===== config.mk =====
export PLATFORM = sky130hd
export DESIGN_NAME = c_escape_unescaper
export DESIGN_NICKNAME = d
export VERILOG_FILES = /design/src/design/cesc_pkg.sv /design/src/design/c_escape_unescaper.sv /design/src/design/cesc_front.sv /design/src/design/cesc_fifo.sv /design/src/design/cesc_back.sv
export SDC_FILE = /design/constraint.sdc
export NUM_CORES = 1
export LEC_CHECK = 0
export BUFFER_PORTS_ARGS = -buffer_cell sky130_fd_sc_hd__buf_2
export CAP_MARGIN = 20
export CORE_AREA = 8 8 179 181
export CTS_CLUSTER_DIAMETER = 100
export DETAILED_ROUTE_END_ITERATION = 8
export DIE_AREA = 0 0 187 189
export PLACE_DENSITY = 0.7
export SLEW_MARGIN = 20
export SYNTH_ARGS = -nofsm -noshare
export SYNTH_HDL_FRONTEND = slang
export SYNTH_HIERARCHICAL = 1
export SYNTH_SLANG_ARGS = --single-unit

===== constraint.sdc =====
create_clock -name clk -period 11.8 [get_ports clk]
set_clock_uncertainty 0.1 [all_clocks]
set_input_delay 0.59 -clock clk [delete_from_list [all_inputs] [get_ports clk]]
set_output_delay 0.59 -clock clk [all_outputs]
set_load 0.05 [all_outputs]

===== src/design/cesc_pkg.sv =====
// ----------------------------------------------------------------------------
// cesc_pkg: shared types and constants of the C escape unescaper
// Result kinds, character codes and the record passed from the front end
// through the queue to the back end.
// ----------------------------------------------------------------------------
`default_nettype none

package cesc_pkg;

  // Result kinds carried on the output tuser.
  localparam logic [1:0] KIND_DATA  = 2'd0;
  localparam logic [1:0] KIND_ERASE = 2'd1;
  localparam logic [1:0] KIND_END   = 2'd2;

  localparam int OUT_LEN_W = 16;

  // Depth of the queue between the front end and the back end.
  localparam int QDEPTH = 4;
  localparam int QPTR_W = $clog2(QDEPTH);
  localparam int QCNT_W = $clog2(QDEPTH + 1);

  // Character codes.
  localparam logic [7:0] CH_NUL  = 8'h00;
  localparam logic [7:0] CH_BS   = 8'h08;
  localparam logic [7:0] CH_BSL  = 8'h5C;
  localparam logic [7:0] CH_0    = 8'h30;
  localparam logic [7:0] CH_7    = 8'h37;
  localparam logic [7:0] CH_9    = 8'h39;
  localparam logic [7:0] CH_LA   = 8'h61;
  localparam logic [7:0] CH_LF   = 8'h66;
  localparam logic [7:0] CH_UA   = 8'h41;
  localparam logic [7:0] CH_UF   = 8'h46;
  localparam logic [7:0] CH_N    = 8'h6E;
  localparam logic [7:0] CH_R    = 8'h72;
  localparam logic [7:0] CH_B    = 8'h62;
  localparam logic [7:0] CH_T    = 8'h74;
  localparam logic [7:0] CH_F    = 8'h66;
  localparam logic [7:0] CH_V    = 8'h76;
  localparam logic [7:0] CH_X    = 8'h78;

  // Work for one input item: an optional flushed escape byte, then an
  // optional main result.
  typedef struct packed {
    logic                 flush;
    logic [7:0]           flush_byte;
    logic                 main_valid;
    logic [1:0]           main_kind;
    logic [7:0]           main_byte;
    logic [OUT_LEN_W-1:0] main_len;
  } cesc_rec_t;

endpackage

`default_nettype wire


===== src/design/c_escape_unescaper.sv =====
// ----------------------------------------------------------------------------
// c_escape_unescaper: streaming C escape sequence decoder
// Source bytes in, decoded bytes, erase marks and end-of-string marks out.
// ----------------------------------------------------------------------------
// Usage:
// - Input stream: one source byte per item in s_tdata; s_tuser set marks the
//   first byte of a new string and clears the decode state first.
// - Output stream: m_tuser gives the kind (data, erase, end), m_tdata holds
//   the byte and the output length, m_tlast marks the final result of an item.
// - cfg_we/cfg_wdata write the length limit max_len; write it only while
//   the block is idle.
// - Path: the record of an item enters the queue at the edge that accepts
//   the item, and its first result goes from there into the output register.
// - Throughput: one item per cycle while s_tready is high. An item that ends
//   a numeric escape on a byte outside its digits can give two results,
//   sent in turn. The output register is fed from a four-entry record queue.
// - Items causing no result (backslash, escape digits but the last, bytes
//   after the end) push no record and reach no output.
// - Reset clears the decode state, the queue and the output stage, and sets
//   max_len to 65535.
// - When the receiver stalls, the output holds its result, the queue fills,
//   and s_tready drops once four records wait.
// ----------------------------------------------------------------------------
`default_nettype none

module c_escape_unescaper
  import cesc_pkg::*;
#(
  parameter int LEN_WIDTH = 16
) (
  input  wire logic        clk,
  input  wire logic        rst,
  input  wire logic        cfg_we,
  input  wire logic [15:0] cfg_wdata,
  input  wire logic        s_tvalid,
  output logic             s_tready,
  input  wire logic [7:0]  s_tdata,   // [7:0] in_byte
  input  wire logic        s_tuser,   // [0] start_flag
  output logic             m_tvalid,
  input  wire logic        m_tready,
  output logic [23:0]      m_tdata,   // [7:0] out_byte, [23:8] out_length
  output logic [1:0]       m_tuser,   // [1:0] out_kind
  output logic             m_tlast
);

  logic      accept;
  logic      push;
  logic      pop;
  logic      q_valid;
  cesc_rec_t front_rec;
  cesc_rec_t q_rec;

  assign accept = s_tvalid && s_tready;

  cesc_front #(
    .LEN_WIDTH(LEN_WIDTH)
  ) u_front (
    .clk      (clk),
    .rst      (rst),
    .cfg_we   (cfg_we),
    .cfg_wdata(cfg_wdata),
    .accept   (accept),
    .in_byte  (s_tdata),
    .in_start (s_tuser),
    .push     (push),
    .rec      (front_rec)
  );

  cesc_fifo u_fifo (
    .clk     (clk),
    .rst     (rst),
    .push    (push),
    .push_rec(front_rec),
    .not_full(s_tready),
    .pop     (pop),
    .q_valid (q_valid),
    .q_rec   (q_rec)
  );

  cesc_back u_back (
    .clk     (clk),
    .rst     (rst),
    .q_valid (q_valid),
    .q_rec   (q_rec),
    .pop     (pop),
    .m_tvalid(m_tvalid),
    .m_tready(m_tready),
    .m_tdata (m_tdata),
    .m_tuser (m_tuser),
    .m_tlast (m_tlast)
  );

endmodule

`default_nettype wire


===== src/design/cesc_front.sv =====
// ----------------------------------------------------------------------------
// cesc_front: escape decoder front end
// Holds the decode state and the length limit, classifies each accepted byte
// and pushes one record describing its results, if any, into the queue.
// ----------------------------------------------------------------------------
`default_nettype none

module cesc_front
  import cesc_pkg::*;
#(
  parameter int LEN_WIDTH = 16
) (
  input  wire logic            clk,
  input  wire logic            rst,
  input  wire logic            cfg_we,
  input  wire logic [15:0]     cfg_wdata,
  input  wire logic            accept,
  input  wire logic [7:0]      in_byte,
  input  wire logic            in_start,
  output logic                 push,
  output cesc_rec_t            rec
);

  localparam int CW = (LEN_WIDTH > OUT_LEN_W) ? LEN_WIDTH : OUT_LEN_W;
  localparam logic [LEN_WIDTH-1:0] LEN_MAX = {LEN_WIDTH{1'b1}};

  typedef enum logic [2:0] {
    M_PLAIN, M_ESC, M_OCT1, M_OCT2, M_HEX0, M_HEX1
  } mode_t;

  mode_t                mode, mode_next;
  logic [8:0]           ev, ev_next;
  logic [LEN_WIDTH-1:0] pos, pos_next;
  logic [LEN_WIDTH-1:0] cnt, cnt_next;
  logic                 done, done_next;
  logic [15:0]          max_len;

  mode_t                e_mode;
  logic [8:0]           e_ev;
  logic [LEN_WIDTH-1:0] e_pos, e_cnt, cnt1;
  logic                 e_done;
  logic                 plain;
  logic [4:0]           hx;
  logic [CW-1:0]        pos_ext, lim_ml, lim_max, lim, cnt_ext;
  cesc_rec_t            r;

  function automatic logic [LEN_WIDTH-1:0] sat_inc(input logic [LEN_WIDTH-1:0] v);
    sat_inc = (v == LEN_MAX) ? v : v + 1'b1;
  endfunction

  // Bit 4 flags a hex digit, bits 3:0 hold its value.
  function automatic logic [4:0] hex_digit(input logic [7:0] c);
    logic [7:0] d;
    d = 8'd0;
    hex_digit = 5'd0;
    if (c >= CH_0 && c <= CH_9) begin
      d = c - CH_0;
      hex_digit = {1'b1, d[3:0]};
    end else if (c >= CH_LA && c <= CH_LF) begin
      d = c - CH_LA + 8'd10;
      hex_digit = {1'b1, d[3:0]};
    end else if (c >= CH_UA && c <= CH_UF) begin
      d = c - CH_UA + 8'd10;
      hex_digit = {1'b1, d[3:0]};
    end
  endfunction

  function automatic logic is_oct(input logic [7:0] c);
    is_oct = (c >= CH_0) && (c <= CH_7);
  endfunction

  always_comb begin
    // A start byte sees cleared state.
    e_mode = in_start ? M_PLAIN : mode;
    e_ev   = in_start ? 9'd0 : ev;
    e_pos  = in_start ? '0 : pos;
    e_cnt  = in_start ? '0 : cnt;
    e_done = in_start ? 1'b0 : done;

    mode_next = e_mode;
    ev_next   = e_ev;
    pos_next  = e_pos;
    cnt_next  = e_cnt;
    done_next = e_done;
    plain     = 1'b0;
    r         = '0;
    hx        = hex_digit(in_byte);
    cnt1      = e_cnt;
    cnt_ext   = '0;

    pos_ext = CW'(sat_inc(e_pos));
    lim_ml  = CW'(max_len);
    lim_max = CW'(LEN_MAX);
    lim     = (lim_ml < lim_max) ? lim_ml : lim_max;

    if (!e_done) begin
      pos_next = sat_inc(e_pos);
      unique case (e_mode)
        M_ESC: begin
          mode_next    = M_PLAIN;
          r.main_valid = 1'b1;
          r.main_kind  = KIND_DATA;
          case (in_byte)
            CH_NUL: r.main_kind = KIND_END;
            CH_N:   r.main_byte = 8'd10;
            CH_R:   r.main_byte = 8'd13;
            CH_B:   r.main_byte = 8'd8;
            CH_T:   r.main_byte = 8'd9;
            CH_F:   r.main_byte = 8'd12;
            CH_V:   r.main_byte = 8'd11;
            CH_X: begin
              r.main_valid = 1'b0;
              mode_next    = M_HEX0;
            end
            default: begin
              if (is_oct(in_byte)) begin
                r.main_valid = 1'b0;
                ev_next      = {6'd0, in_byte[2:0]};
                mode_next    = M_OCT1;
              end else begin
                r.main_byte = in_byte;
              end
            end
          endcase
        end
        M_OCT1, M_OCT2: begin
          if (is_oct(in_byte)) begin
            ev_next = {e_ev[5:0], in_byte[2:0]};
            if (e_mode == M_OCT1) begin
              mode_next = M_OCT2;
            end else begin
              mode_next    = M_PLAIN;
              r.main_valid = 1'b1;
              r.main_kind  = KIND_DATA;
              r.main_byte  = {e_ev[4:0], in_byte[2:0]};
            end
          end else begin
            r.flush      = 1'b1;
            r.flush_byte = e_ev[7:0];
            plain        = 1'b1;
          end
        end
        M_HEX0: begin
          if (hx[4]) begin
            ev_next   = {5'd0, hx[3:0]};
            mode_next = M_HEX1;
          end else begin
            r.flush      = 1'b1;
            r.flush_byte = CH_X;
            plain        = 1'b1;
          end
        end
        M_HEX1: begin
          if (hx[4]) begin
            mode_next    = M_PLAIN;
            r.main_valid = 1'b1;
            r.main_kind  = KIND_DATA;
            r.main_byte  = {e_ev[3:0], hx[3:0]};
          end else begin
            r.flush      = 1'b1;
            r.flush_byte = e_ev[7:0];
            plain        = 1'b1;
          end
        end
        default: plain = 1'b1;
      endcase

      // The flushed escape byte counts before the reprocessed byte is seen.
      cnt1 = r.flush ? sat_inc(e_cnt) : e_cnt;

      if (plain) begin
        mode_next = M_PLAIN;
        if (in_byte == CH_NUL || pos_ext > lim) begin
          r.main_valid = 1'b1;
          r.main_kind  = KIND_END;
        end else if (in_byte == CH_BSL) begin
          mode_next = M_ESC;
        end else if (in_byte == CH_BS) begin
          if (cnt1 != '0) begin
            r.main_valid = 1'b1;
            r.main_kind  = KIND_ERASE;
          end
        end else begin
          r.main_valid = 1'b1;
          r.main_kind  = KIND_DATA;
          r.main_byte  = in_byte;
        end
      end

      cnt_next = cnt1;
      if (r.main_valid) begin
        case (r.main_kind)
          KIND_DATA:  cnt_next = sat_inc(cnt1);
          KIND_ERASE: cnt_next = cnt1 - 1'b1;
          default: begin
            cnt_ext    = CW'(cnt1);
            r.main_len = cnt_ext[OUT_LEN_W-1:0];
            done_next  = 1'b1;
            mode_next  = M_PLAIN;
          end
        endcase
      end
    end
  end

  assign push = accept && (r.flush || r.main_valid);
  assign rec  = r;

  always_ff @(posedge clk) begin
    if (rst) begin
      mode    <= M_PLAIN;
      ev      <= 9'd0;
      pos     <= '0;
      cnt     <= '0;
      done    <= 1'b0;
      max_len <= 16'hFFFF;
    end else begin
      if (cfg_we) begin
        max_len <= cfg_wdata;
      end
      if (accept) begin
        mode <= mode_next;
        ev   <= ev_next;
        pos  <= pos_next;
        cnt  <= cnt_next;
        done <= done_next;
      end
    end
  end

  a_done_plain : assert property (@(posedge clk) disable iff (rst)
    done |-> (mode == M_PLAIN))
    else $error("ended string left an escape mode open");

  a_done_silent : assert property (@(posedge clk) disable iff (rst)
    (accept && done && !in_start) |-> !push)
    else $error("result produced after end of string");

  a_done_pos_hold : assert property (@(posedge clk) disable iff (rst)
    (accept && done && !in_start) |=> $stable(pos))
    else $error("position advanced after end of string");

  a_flush_only_escape : assert property (@(posedge clk) disable iff (rst)
    (push && rec.flush) |-> (in_start == 1'b0) && (mode != M_PLAIN) && (mode != M_ESC))
    else $error("flush outside a numeric escape");

endmodule

`default_nettype wire


===== src/design/cesc_fifo.sv =====
// ----------------------------------------------------------------------------
// cesc_fifo: record queue
// Short register queue between the front end and the back end so that each
// side can stall on its own.
// ----------------------------------------------------------------------------
`default_nettype none

module cesc_fifo
  import cesc_pkg::*;
(
  input  wire logic       clk,
  input  wire logic       rst,
  input  wire logic       push,
  input  cesc_rec_t       push_rec,
  output logic            not_full,
  input  wire logic       pop,
  output logic            q_valid,
  output cesc_rec_t       q_rec
);

  cesc_rec_t           slots [QDEPTH];
  logic [QPTR_W-1:0]   wr_ptr, rd_ptr;
  logic [QCNT_W-1:0]   count;

  assign not_full = (count != QCNT_W'(QDEPTH));
  assign q_valid  = (count != '0);
  assign q_rec    = slots[rd_ptr];

  always_ff @(posedge clk) begin
    if (push) begin
      slots[wr_ptr] <= push_rec;
    end
  end

  always_ff @(posedge clk) begin
    if (rst) begin
      wr_ptr <= '0;
      rd_ptr <= '0;
      count  <= '0;
    end else begin
      if (push) begin
        wr_ptr <= wr_ptr + 1'b1;
      end
      if (pop) begin
        rd_ptr <= rd_ptr + 1'b1;
      end
      if (push && !pop) begin
        count <= count + 1'b1;
      end else if (pop && !push) begin
        count <= count - 1'b1;
      end
    end
  end

  a_no_overflow : assert property (@(posedge clk) disable iff (rst)
    push |-> (not_full || pop))
    else $error("push into a full queue");

  a_no_underflow : assert property (@(posedge clk) disable iff (rst)
    pop |-> q_valid)
    else $error("pop from an empty queue");

  a_count_range : assert property (@(posedge clk) disable iff (rst)
    count <= QCNT_W'(QDEPTH))
    else $error("queue count out of range");

endmodule

`default_nettype wire


===== src/design/cesc_back.sv =====
// ----------------------------------------------------------------------------
// cesc_back: result sequencer
// Unpacks each queued record into one or two results and drives them through
// a registered output stage.
// ----------------------------------------------------------------------------
`default_nettype none

module cesc_back
  import cesc_pkg::*;
(
  input  wire logic        clk,
  input  wire logic        rst,
  input  wire logic        q_valid,
  input  cesc_rec_t        q_rec,
  output logic             pop,
  output logic             m_tvalid,
  input  wire logic        m_tready,
  output logic [23:0]      m_tdata,
  output logic [1:0]       m_tuser,
  output logic             m_tlast
);

  // Set while the flushed byte of the head record has been sent and its main
  // result is still to go.
  logic        phase;
  logic        load;
  logic        send_flush;
  logic [1:0]  cur_kind;
  logic [7:0]  cur_byte;
  logic [15:0] cur_len;
  logic        cur_last;

  assign load       = q_valid && (!m_tvalid || m_tready);
  assign send_flush = q_rec.flush && !phase;
  assign pop        = load && !(send_flush && q_rec.main_valid);

  always_comb begin
    if (send_flush) begin
      cur_kind = KIND_DATA;
      cur_byte = q_rec.flush_byte;
      cur_len  = '0;
      cur_last = !q_rec.main_valid;
    end else begin
      cur_kind = q_rec.main_kind;
      cur_byte = (q_rec.main_kind == KIND_DATA) ? q_rec.main_byte : 8'd0;
      cur_len  = (q_rec.main_kind == KIND_END) ? q_rec.main_len : 16'd0;
      cur_last = 1'b1;
    end
  end

  always_ff @(posedge clk) begin
    if (rst) begin
      m_tvalid <= 1'b0;
      phase    <= 1'b0;
    end else begin
      if (load) begin
        m_tvalid <= 1'b1;
        phase    <= !pop;
      end else if (m_tready) begin
        m_tvalid <= 1'b0;
      end
    end
  end

  always_ff @(posedge clk) begin
    if (load) begin
      m_tdata <= {cur_len, cur_byte};
      m_tuser <= cur_kind;
      m_tlast <= cur_last;
    end
  end

  a_phase_holds_head : assert property (@(posedge clk) disable iff (rst)
    phase |-> (q_valid && q_rec.flush && q_rec.main_valid))
    else $error("second result pending without its record");

  a_phase_after_send : assert property (@(posedge clk) disable iff (rst)
    phase |-> m_tvalid)
    else $error("second result pending but nothing sent");

  a_split_not_last : assert property (@(posedge clk) disable iff (rst)
    (load && !pop) |=> (m_tvalid && !m_tlast))
    else $error("first of two results marked last");

endmodule

`default_nettype wire

# ---- Yosys cells after proc, flatten, opt, wreduce, memory -nomap -nowiden
# Memory sizes are Yosys's and may differ from the RTL's. A register that Yosys moved wholly into a read port is not among the register bits.
# Index checks and enable logic that the tools add are counted.
dict set report op_classes {
  bitwise_logic 1
  muxes 77
  n_eq_ne 20
  reduce_logical 35
  magnitude_cmp 9
  n_addsub 13
}
# operator count
set ops {}
lappend ops {{two-way mux 16 bit} 12}
lappend ops {{two-way mux 9 bit} 10}
lappend ops {{two-way mux 11 bit} 6}
lappend ops {{== test 8 x 7 -> 1 bit (second input constant)} 8}
lappend ops {{one-hot mux 8 bit (7 select lines)} 1}
lappend ops {{one-hot mux 9 bit (3 select lines)} 2}
lappend ops {{adder 16 x 1 -> 16 bit (second input constant)} 3}
lappend ops {{== test 16 bit (second input constant)} 3}
lappend ops {{two-way mux 3 bit} 14}
lappend ops {{two-way mux 8 bit} 5}
lappend ops {{two-way mux 36 bit} 1}
lappend ops {{one-hot mux 11 bit (3 select lines)} 1}
lappend ops {{one-hot mux 16 bit (2 select lines)} 1}
lappend ops {{>= comparator 8 x 7 -> 1 bit (second input constant)} 2}
lappend ops {{greater-than comparator 16 bit} 1}
lappend ops {{less-or-equal comparator 8 x 6 -> 1 bit (second input constant)} 2}
lappend ops {{less-or-equal comparator 8 x 7 -> 1 bit (second input constant)} 2}
lappend ops {{< comparator 16 bit (second input constant)} 1}
lappend ops {{nonzero test 16 bit} 1}
lappend ops {{subtractor 16 x 1 -> 16 bit (second input constant)} 1}
lappend ops {{two-way mux 5 bit} 3}
lappend ops {{logical AND 1 bit} 12}
lappend ops {{two-way mux 1 bit} 12}
lappend ops {{one-hot mux 3 bit (4 select lines)} 1}
lappend ops {{27 further kinds} 50}
dict set report totals {
  wordCells 171
  register_bits 97
  out_inout_bits 29
  mem_count 1
  ramBits 144
}
# name depth word_bits rd rd_clocked_by_memory_dff wr line_no
set mem_list {}
lappend mem_list {u_fifo.slots 4 36 1 1 1 cesc_fifo.sv:21} ;# cesc_rec_t slots [QDEPTH];

# ---- Longest topological paths before layout
# Gate-level depths: netlist (run 1).
dict set report depth {
  depth_word 27
  depth_mapped 30
  mapped_depth_nobuf 25
}

# ---- Hierarchy
# Netlist (run 1), hierarchy kept.
# module instances seq_area_each_um2 area_per_inst_um2 cells_each
set modules_own_cells {}
lappend modules_own_cells {cesc_front 1 1201.2 6133.4 852}
lappend modules_own_cells {cesc_fifo 1 4504.3 5679.2 233}
lappend modules_own_cells {cesc_back 1 850.8 1152.4 70}
lappend modules_own_cells {c_escape_unescaper 1 0.0 6.3 1}

# ---- Least setup slack after synthesis (run 1)
# OpenSTA, ideal clock, no wires.
dict set report synth_timing {
  kind {in2reg}
  from {input port s_tuser}
  to {memory u_fifo/slots[0][0] (netlist name), enable pin}
  path_buffers 5
  path_slack_ns 5.595
  path_stages 25
  t_arrival_ns 5.709
  cell_sequence {clkbuf_1 -> clkbuf_1 -> buf_2 -> clkbuf_1 -> clkbuf_1 -> nor2b_1 -> ha_1 -> nand4b_1 -> nor4b_1 -> nand4_1 -> nand4_1 -> nor2_1 -> nand2_1 -> xor2_1 -> nor2_1 -> ha_1 -> a21o_1 -> a21o_1 -> a21oi_1 -> o211ai_1 -> o21ai_1 -> nand3_1 -> o21ai_0 -> a21oi_1 -> and2_1}
}
dict set report synth_between {
  elab_chain_cells 18
}
# element line_no
set synth_rtl {}
lappend synth_rtl {{start: declaration} c_escape_unescaper.sv:38} ;# input wire logic s_tuser,
lappend synth_rtl {{parallel branches: the longest is 13 deep, another holds adder 16 x 1 -> 16 bit} -}
lappend synth_rtl {{two-way mux 36 bit (*)} cesc_front.sv:96} ;# if (!e_done) begin
lappend synth_rtl {{logical OR 1 bit (*)} cesc_front.sv:206} ;# assign push = accept && (r.flush || r.main_valid);
lappend synth_rtl {{logical AND 1 bit (*)} cesc_front.sv:206}
lappend synth_rtl {{net push} c_escape_unescaper.sv:47} ;# logic push;
lappend synth_rtl {{two-way mux 1 bit (*)} cesc_fifo.sv:30} ;# if (push) begin
lappend synth_rtl {{two-way mux 1 bit (not written as such) (*)} cesc_fifo.sv:31} ;# slots[wr_ptr] <= push_rec;
lappend synth_rtl {{end: declaration} cesc_fifo.sv:21}
# Mark *: on every way through the listed nets, which the timed path passes. The select of a mux whose other input is x is not followed.

# ---- Final worst setup path (run 1)
dict set report layout_timing {
  from {input port s_tuser}
  to {register u_fifo.count[2]}
}
dict set report layout_between {
  elab_chain_cells 19
}
# element line_no
set layout_rtl {}
lappend layout_rtl {{parallel branches: the longest is 13 deep, another holds adder 16 x 1 -> 16 bit} -}
lappend layout_rtl {{two-way mux 36 bit (*)} cesc_front.sv:96}
lappend layout_rtl {{logical OR 1 bit (*)} cesc_front.sv:206}
lappend layout_rtl {{logical AND 1 bit (*)} cesc_front.sv:206}
lappend layout_rtl {{net push} c_escape_unescaper.sv:47}
lappend layout_rtl {{logical NOT 1 bit} cesc_fifo.sv:49} ;# end else if (pop && !push) begin
lappend layout_rtl {{logical AND 1 bit} cesc_fifo.sv:49}
lappend layout_rtl {{nonzero test 2 bit (no source line)} -}
lappend layout_rtl {{end signal: assignment} cesc_fifo.sv:48} ;# count <= count + 1'b1;
lappend layout_rtl {{end signal: assignment} cesc_fifo.sv:50} ;# count <= count - 1'b1;
lappend layout_rtl {{end: declaration} cesc_fifo.sv:23} ;# logic [QCNT_W-1:0] count;
# Marked as above.
# A chain may end at the register's enable or synchronous reset.

==> results.cfg, run 1 <==
[setup_path]
path_class = in -> reg
critPathArrivalTime_ps = 7180
slowest_delay_ps = 770
r2r_end = u_fifo/count[2]$_SDFFE_PP0P_
crit_fanout = 40
crit_path_top_delay_cell = nor4_1
cp_num_cells = 25
reg2reg_setup_slack_ps = 5320
startpoint = s_tuser
crit_family = simple AND/OR/NAND/NOR gates
worst_r2r_startpoint = u_front/cnt[0]$_SDFFE_PP0P_
ff2ff_path_depth = 23
end_kind = register
cp-start-kind = input port
cp-endpoint = u_fifo/count[2]$_SDFFE_PP0P_
worst_ep_required_time_ps = 12160
crit_buf_inv = 6

[sta]
setup_viol = 0
worst_hold_slack_ps = 171
finalCritPeriodShare_pct = 57.8
slew_violations = 0
tightest_slew_ps = 1040
setup_tns_ps = 0
rsz0062_at_grt = false
fmax_ghz = 0.147
hold_viol_final = 0
final.min_clock_period_ps = 6820
relSlewSlack_pct = 28.9

[clock_tree]
path_clk_slew_ps = 60
worstSkewPairLatency_ps = 540
root_buffer = clkbuf_16
cts_tree = built
post_cts_buffers = 0
numCtsBuffers = 26
htree_levels = 1
post_cts_resized = 0
clock-sinks = 242
cts_buffer_depth = 3
hold_buffers = 0

[min_path]
hp-class = in -> reg
whs_path_depth = 3

[outcome]
status = finished, final reports clean

[synthesis]
netlist_top_cells_area = edfxtp_1 (40%), dfxtp_1 (11%), mux4_2 (5.2%)
syn_area_mm2 = 0.0130
ys_warn_count = 6
syn_inst = 1156
ys_ff_latch = 242
synth_edf_count = 171
postSynth.asyncResetShare_pct = 0
ys_seq_area_share_pct = 50.5
synth_top_cell_area_share_pct = 39.6
synthDistinctLibCells = 96
synthesis.nets = 1216
yosys_most_used_dff = edfxtp_1
synth.avg_cell_area_um2 = 11.2
yosysTopAreaCell = edfxtp_1

[final_layout]
fill_cells = 2586
drive_gt1_share_pct = 15.3
area_delta_synth_final_pct = 10.7
layout_common_cells = edfxtp_1 (171), nand2_1 (100), nor2_1 (93)
nets = 1246
multi_input_comb_area_mm2 = 0.00590
num_antenna_cells = 0
final_common_cell = edfxtp_1
seqCellArea_mm2 = 0.00656

[route]
wirelength_mm = 30.7
avgViaCountPerCell = 6.07
detail-route-antenna-nets = 0
dr.first_iter.drc_count = 1000
avgRoutedWirePerCell_um = 19.3
vias = 9692
drc = 0
first_pass_iters = 5

[floorplan]
die_area_mm2 = 0.0353
placeableCoreArea_mm2 = 0.0292
initial_core_util_pct = 44.4
die_h_um = 189
rows = 63
die_w_um = 187
io_pins = 59

[placed_design]
routabilityCongestion = 0.915
hpwl_mm = 20.4
port-buffer-count = 58

[power]
peakVddDrop_mv = 0.0997
p_per_area_mw_per_mm2 = 189
p_leak_uw = 0.00503

[global_routing]
grt.total_usage_pct = 16.8
grt_pass1_vias = 9309
grt_max_degree = 45
overflow = 0
antenna_found_initial = 0
grt_pass1_wl_mm = 49.4

[run]
cap_violations = 0
==> synthesized netlist by cell type, types with 10 or more instances <==
library cell and instances:
a31oi_1 19, edfxtp_1 171, nor2_1 94, xor2_1 14, clkbuf_1 43, dfxtp_1 71
and3_1 17, and4_1 12, or3_1 12, nand4_1 24, a21oi_1 57, nand2b_1 10
nor3_1 19, mux4_2 30, o21ai_0 32, inv_1 38, nor2b_1 20, nand2_1 100
and2_1 40, nand3_1 37, a211oi_1 12, ha_1 29, xnor2_1 14, nor4_1 16
o211ai_1 23
==> routing by layer <==
layer | vias up | share of wire [%] | track usage [%] | wire (um)
li1 | 4502 | - | - | -
met3 | 79 | 8.2 | 2.92 | 2510
met1 | 4665 | 43 | 22.2 | 13200
met2 | 446 | 46 | 27.8 | 14100
met4 | 0 | 2.8 | 5.41 | 851
met5 | - | 0 | 0 | 0
==> worst register-to-register path, stage by stage (launching register included) <==
cell	delay (ps)
dfxtp_1	440
nand2b_1	200
inv_1	100
ha_1	280
nand3_1	210
or2_2	390
nor2_1	410
nor2_1	240
a21oi_1	360
ha_1	260
inv_1	80
a311oi_2	300
nand3_1	310
nor4_1	770
buf_4	290
nor2_1	50
o21ai_0	280
a21oi_1	260
ha_1	310
inv_1	70
fa_1	180
xor2_1	80
or3_1	300
a21oi_1	130
==> state kept, by name (all words and copies together), names as in the netlist, named ones only <==
| name | count |
|---|---|
| u_fifo/slots | 144 |
| u_back/m_tdata | 24 |
| u_front/cnt | 16 |
| u_front/lim_ml | 16 |
| u_front/pos | 16 |
| u_front/ev | 8 |
| u_fifo/count | 3 |
| u_front/mode | 3 |
| u_back/m_tuser | 2 |
| u_fifo/rd_ptr | 2 |
| u_fifo/wr_ptr | 2 |
| u_back/m_tlast | 1 |
| u_back/m_tvalid | 1 |
| u_back/phase | 1 |
| u_front/done | 1 |
==> cell type report <==
cell class / count / share of cell area, %
clock buffers: 36 / 5.21
clock inverters: 12 / 0.906
inverters: 38 / 0.994
multi-input cells: 807 / 41.1
flip-flops and latches: 242 / 45.7
well taps: 390 / 3.40
repair buffers: 71 / 2.70
==> power by group <==
| part | switching [uW] | internal (uW) |
|---|---|---|
| registers | 47.8 | 1060 |
| logic | 513 | 265 |
| clock network | 330 | 488 |
==> kinds of logic (layout without fill, tap and decap cells) <==
kind of cell	count (synthesis)	in the layout	share of synthesized area (%)
DFF	242	242	50.5
muxes	42	42	6.90
xor gates and xnor gates	28	28	1.89
buffers and inverters	107	157	3.99
adders and majority gates	30	30	2.95
and+or+nand+nor	446	446	18.5
AOI/OAI and AO/OA	261	261	15.2
==> worst min-delay path by stage <==
stage	end	slack (ps)	startpoint
after CTS	u_front/lim_ml[4]$_SDFFE_PP1P_	160	cfg_wdata[4]
after global placement	u_front/pos[12]$_SDFFE_PP0P_	360	u_front/pos[12]$_SDFFE_PP0P_
final	u_front/lim_ml[11]$_SDFFE_PP1P_	170	cfg_wdata[11]
after detailed placement	u_front/pos[12]$_SDFFE_PP0P_	370	u_front/pos[12]$_SDFFE_PP0P_
after floorplan	u_front/lim_ml[0]$_SDFFE_PP1P_	340	u_front/lim_ml[0]$_SDFFE_PP1P_
after global routing	u_front/lim_ml[7]$_SDFFE_PP1P_	170	cfg_wdata[7]
==> stage by stage <==
step | util [%] | area (um^2) | total power [uW] | cells | worst slack [ps]
2_1_floorplan | - | 13000 | 1760 | 1156 | 5590
3_3_place_gp | 46.1 | 13500 | 1890 | 1548 | 4890
3_5_place_dp | 46.1 | 13500 | 1910 | 1548 | 4580
4_1_cts | 49.1 | 14400 | 2730 | 1596 | 5100
5_1_grt | 49.1 | 14400 | 2830 | 1596 | 4410
6_report | 49.1 | 14400 | 2710 | 1596 | 4980
Power figures use the tool's default switching activity.
==> inputs of run 2 (changes only) <==
Settings changed: ABC_AREA from default to 1, CORE_AREA 8 8 179 181 to 8 8 183 185, DIE_AREA 0 0 187 189 to 0 0 191 193.
Clock period 11.8 ns to 6.3 ns, I/O delays scaled along.
==> run 2 against run 1 <==
- first-iteration DRC count fell by 9.0%
- setup slack worse by 4200 ps
- synthesized cell count rose by 43%
- global-route usage increased by 1.4 points
- die area grew 4.3%
- register-to-register slack got worse by 4500 ps
- critical path type is now reg -> reg
==> results.cfg, run 2 <==
[synthesis]
ys_ff_latch = 242
synthesis.nets = 1711
synth_commonest_cells = nand2_1 (271), nor2_1 (269), inv_1 (198)
synth_xor_area_share_pct = 2.06
synth_compound_area_share_pct = 12.9
yosys.area_share.adder_pct = 2.82
synth_top_family_by_area = simple AND/OR/NAND/NOR gates
netlist_top_cells_area = edfxtp_1 (38%), dfxtp_1 (10%), nand2_1 (7.5%)
synth.avg_cell_area_um2 = 8.23
ys_warn_count = 6
synthSimpleGateAreaFrac_pct = 24.8
yosysMostFrequentCell = nand2_1
syn_area_mm2 = 0.0136
synth_edf_count = 171
syn_inst = 1651
yosys_most_used_dff = edfxtp_1
synth_top_cell_area_share_pct = 37.8
ys_seq_area_share_pct = 48.2
synth_mux_area_share_pct = 0.166
synthDistinctLibCells = 53
postSynth.asyncResetShare_pct = 0
yosysTopAreaCell = edfxtp_1

[min_path]
hp-class = in -> reg
min_from = cfg_we
hold_end = u_front/lim_ml[8]$_SDFFE_PP1P_
whs_path_depth = 2

[final_layout]
nets = 1766
reg.largest.list = u_fifo/slots x144, u_back/m_tdata x24
largest_reg_flops = 144
final_common_cell = nand2_1
top_register = u_fifo/slots
num_antenna_cells = 0
drive_gt1_share_pct = 11.9
fin_area_mm2 = 0.0151
layout_common_cells = nand2_1 (271), nor2_1 (269), inv_1 (197)
area_delta_synth_final_pct = 11.2

[setup_path]
slowest_delay_ps = 420
path_class = reg -> reg
crit_path_top_delay_cell = fa_1
cp-start-kind = register
reg2reg_setup_slack_ps = 800
ff2ff_path_depth = 33
worst_r2r_startpoint = u_front/pos[1]$_SDFFE_PP0P_
critPathArrivalTime_ps = 5830
end_kind = register
crit_fanout = 8
cp_common_cell = inv_1
r2r_end = u_fifo/count[1]$_SDFFE_PP0P_
worst_ep_required_time_ps = 6630

[power]
p_leak_uw = 0.00630
p_seq_share_pct = 39.2
combPwrFrac_pct = 34.3
swShare_pct = 38.4
internal_power_uw = 3430
p_per_area_mw_per_mm2 = 369
p_switching_uw = 2140
peakVddDrop_mv = 0.243
clock_power_share_pct = 26.5

[placed_design]
routabilityCongestion = 0.988
hpwl_mm = 23.7
placed_area_mm2 = 0.0141
port-buffer-count = 58

[sta]
fmax_ghz = 0.182
finalCritPeriodShare_pct = 87.2
slew_violations = 0
final.min_clock_period_ps = 5500
relSlewSlack_pct = 30.3
rsz0062_at_grt = false
tightest_slew_ps = 1040
hold_viol_final = 0
setup_viol = 0
setup_tns_ps = 0

[clock_tree]
path_clk_slew_ps = 60
post_cts_buffers = 0
post_cts_resized = 0
hold_buffers = 17
cts_buffer_depth = 3
cts_tree = built
worstSkewPairLatency_ps = 540
numCtsBuffers = 26
clock-sinks = 242
htree_levels = 1
root_buffer = clkbuf_16

[route]
avgViaCountPerCell = 5.32
wirelength_mm = 34.1
avgRoutedWirePerCell_um = 16.0
drc = 0
detail-route-antenna-nets = 0
vias = 11300
first_pass_iters = 5
dr.first_iter.drc_count = 910

[global_routing]
antenna_found_initial = 0
grt_max_degree = 73
grt_pass1_vias = 10800
grt_pass1_wl_mm = 54.9
overflow = 0
grt.total_usage_pct = 18.2

[floorplan]
die_w_um = 191
rows = 65
io_pins = 59
die_area_mm2 = 0.0369
die_h_um = 193
placeableCoreArea_mm2 = 0.0308
initial_core_util_pct = 44.1

[outcome]
status = finished, final reports clean

[run]
cap_violations = 0
run 2: cell types whose count changed in the layout (fill, tap and decap cells not counted), sizes merged, moves of 39 or more:
cell | previous run | this run
inv | 39 | 213
nand2 | 100 | 308
nand3 | 37 | 103
nor2 | 94 | 295
o21ai | 40 | 154
o22ai | 4 | 43
run 2: worst max path at each step:
stage,start,to,slack [ps],cells after the start
after global routing,u_front/pos[1]$_SDFFE_PP0P_,u_fifo/count[1]$_SDFFE_PP0P_,330,33
after floorplan,s_tuser,u_fifo/slots[0][0]$_DFFE_PP_,1280,31
final,u_front/pos[1]$_SDFFE_PP0P_,u_fifo/count[1]$_SDFFE_PP0P_,800,33
after CTS,u_front/pos[1]$_SDFFE_PP0P_,u_fifo/count[1]$_SDFFE_PP0P_,830,33
after detailed placement,s_tuser,u_fifo/count[1]$_SDFFE_PP0P_,610,33
after global placement,s_tuser,u_fifo/count[1]$_SDFFE_PP0P_,870,33
run 2: layout make-up:
| type | instances | area, um^2 |
|---|---|---|
| repair buffers | 87 | 571 |
| well taps | 402 | 503 |
| fillers | 2928 | 15700 |
| multi-input cells | 1134 | 5810 |
| inverters | 215 | 820 |
| clock buffers | 33 | 697 |
| flip-flops and latches | 242 | 6560 |
| clock inverters | 14 | 149 |
run 2: cells by family (layout without fill, tap and decap cells):
family,Yosys count,in the layout
AO/OA/AOI/OAI,321,321
multiplexers,2,2
AND/OR/NAND/NOR,749,749
flip-flops,242,242
XOR/XNOR,32,32
adder cells (fa/ha/maj),30,30
buffers and inverters,275,349
run 2: metal layers:
metal	part of all wire [%]	global-route usage (%)
met1	44	23.3
met4	2.9	5.94
met3	5.4	2.28
met5	0	0
met2	47	31.4
run 2: through the flow:
stage	setup slack, ps	cells	utilization, %	hold WS, ps	total power, uW
final	805	2127	49.0	136	5570
after global routing	335	2127	49.0	159	5900
after CTS	832	2126	48.9	115	5590
after detailed placement	609	2062	45.6	343	4100
after global placement	865	2062	45.6	334	4060
after floorplan	1280	1651	-	284	3690
run 2: critical path: cells and delay by family, from the launching register on:
kind                     cells  cell delay (ps)
XOR/XNOR                     1              240
adder cells (fa/ha/maj)      4             1170
buffers and inverters        6              620
AO/OA/AOI/OAI                5              840
AND/OR/NAND/NOR             17             2130
flip-flops                   1              300
run 2: power groups by stage:
stage	clock network (uW)	logic [uW]	registers [uW]
final	1480	1910	2180
after global routing	1570	2120	2220
after CTS	1510	1890	2190
after detailed placement	0	1880	2220
after global placement	0	1850	2210
after floorplan	0	1210	2480
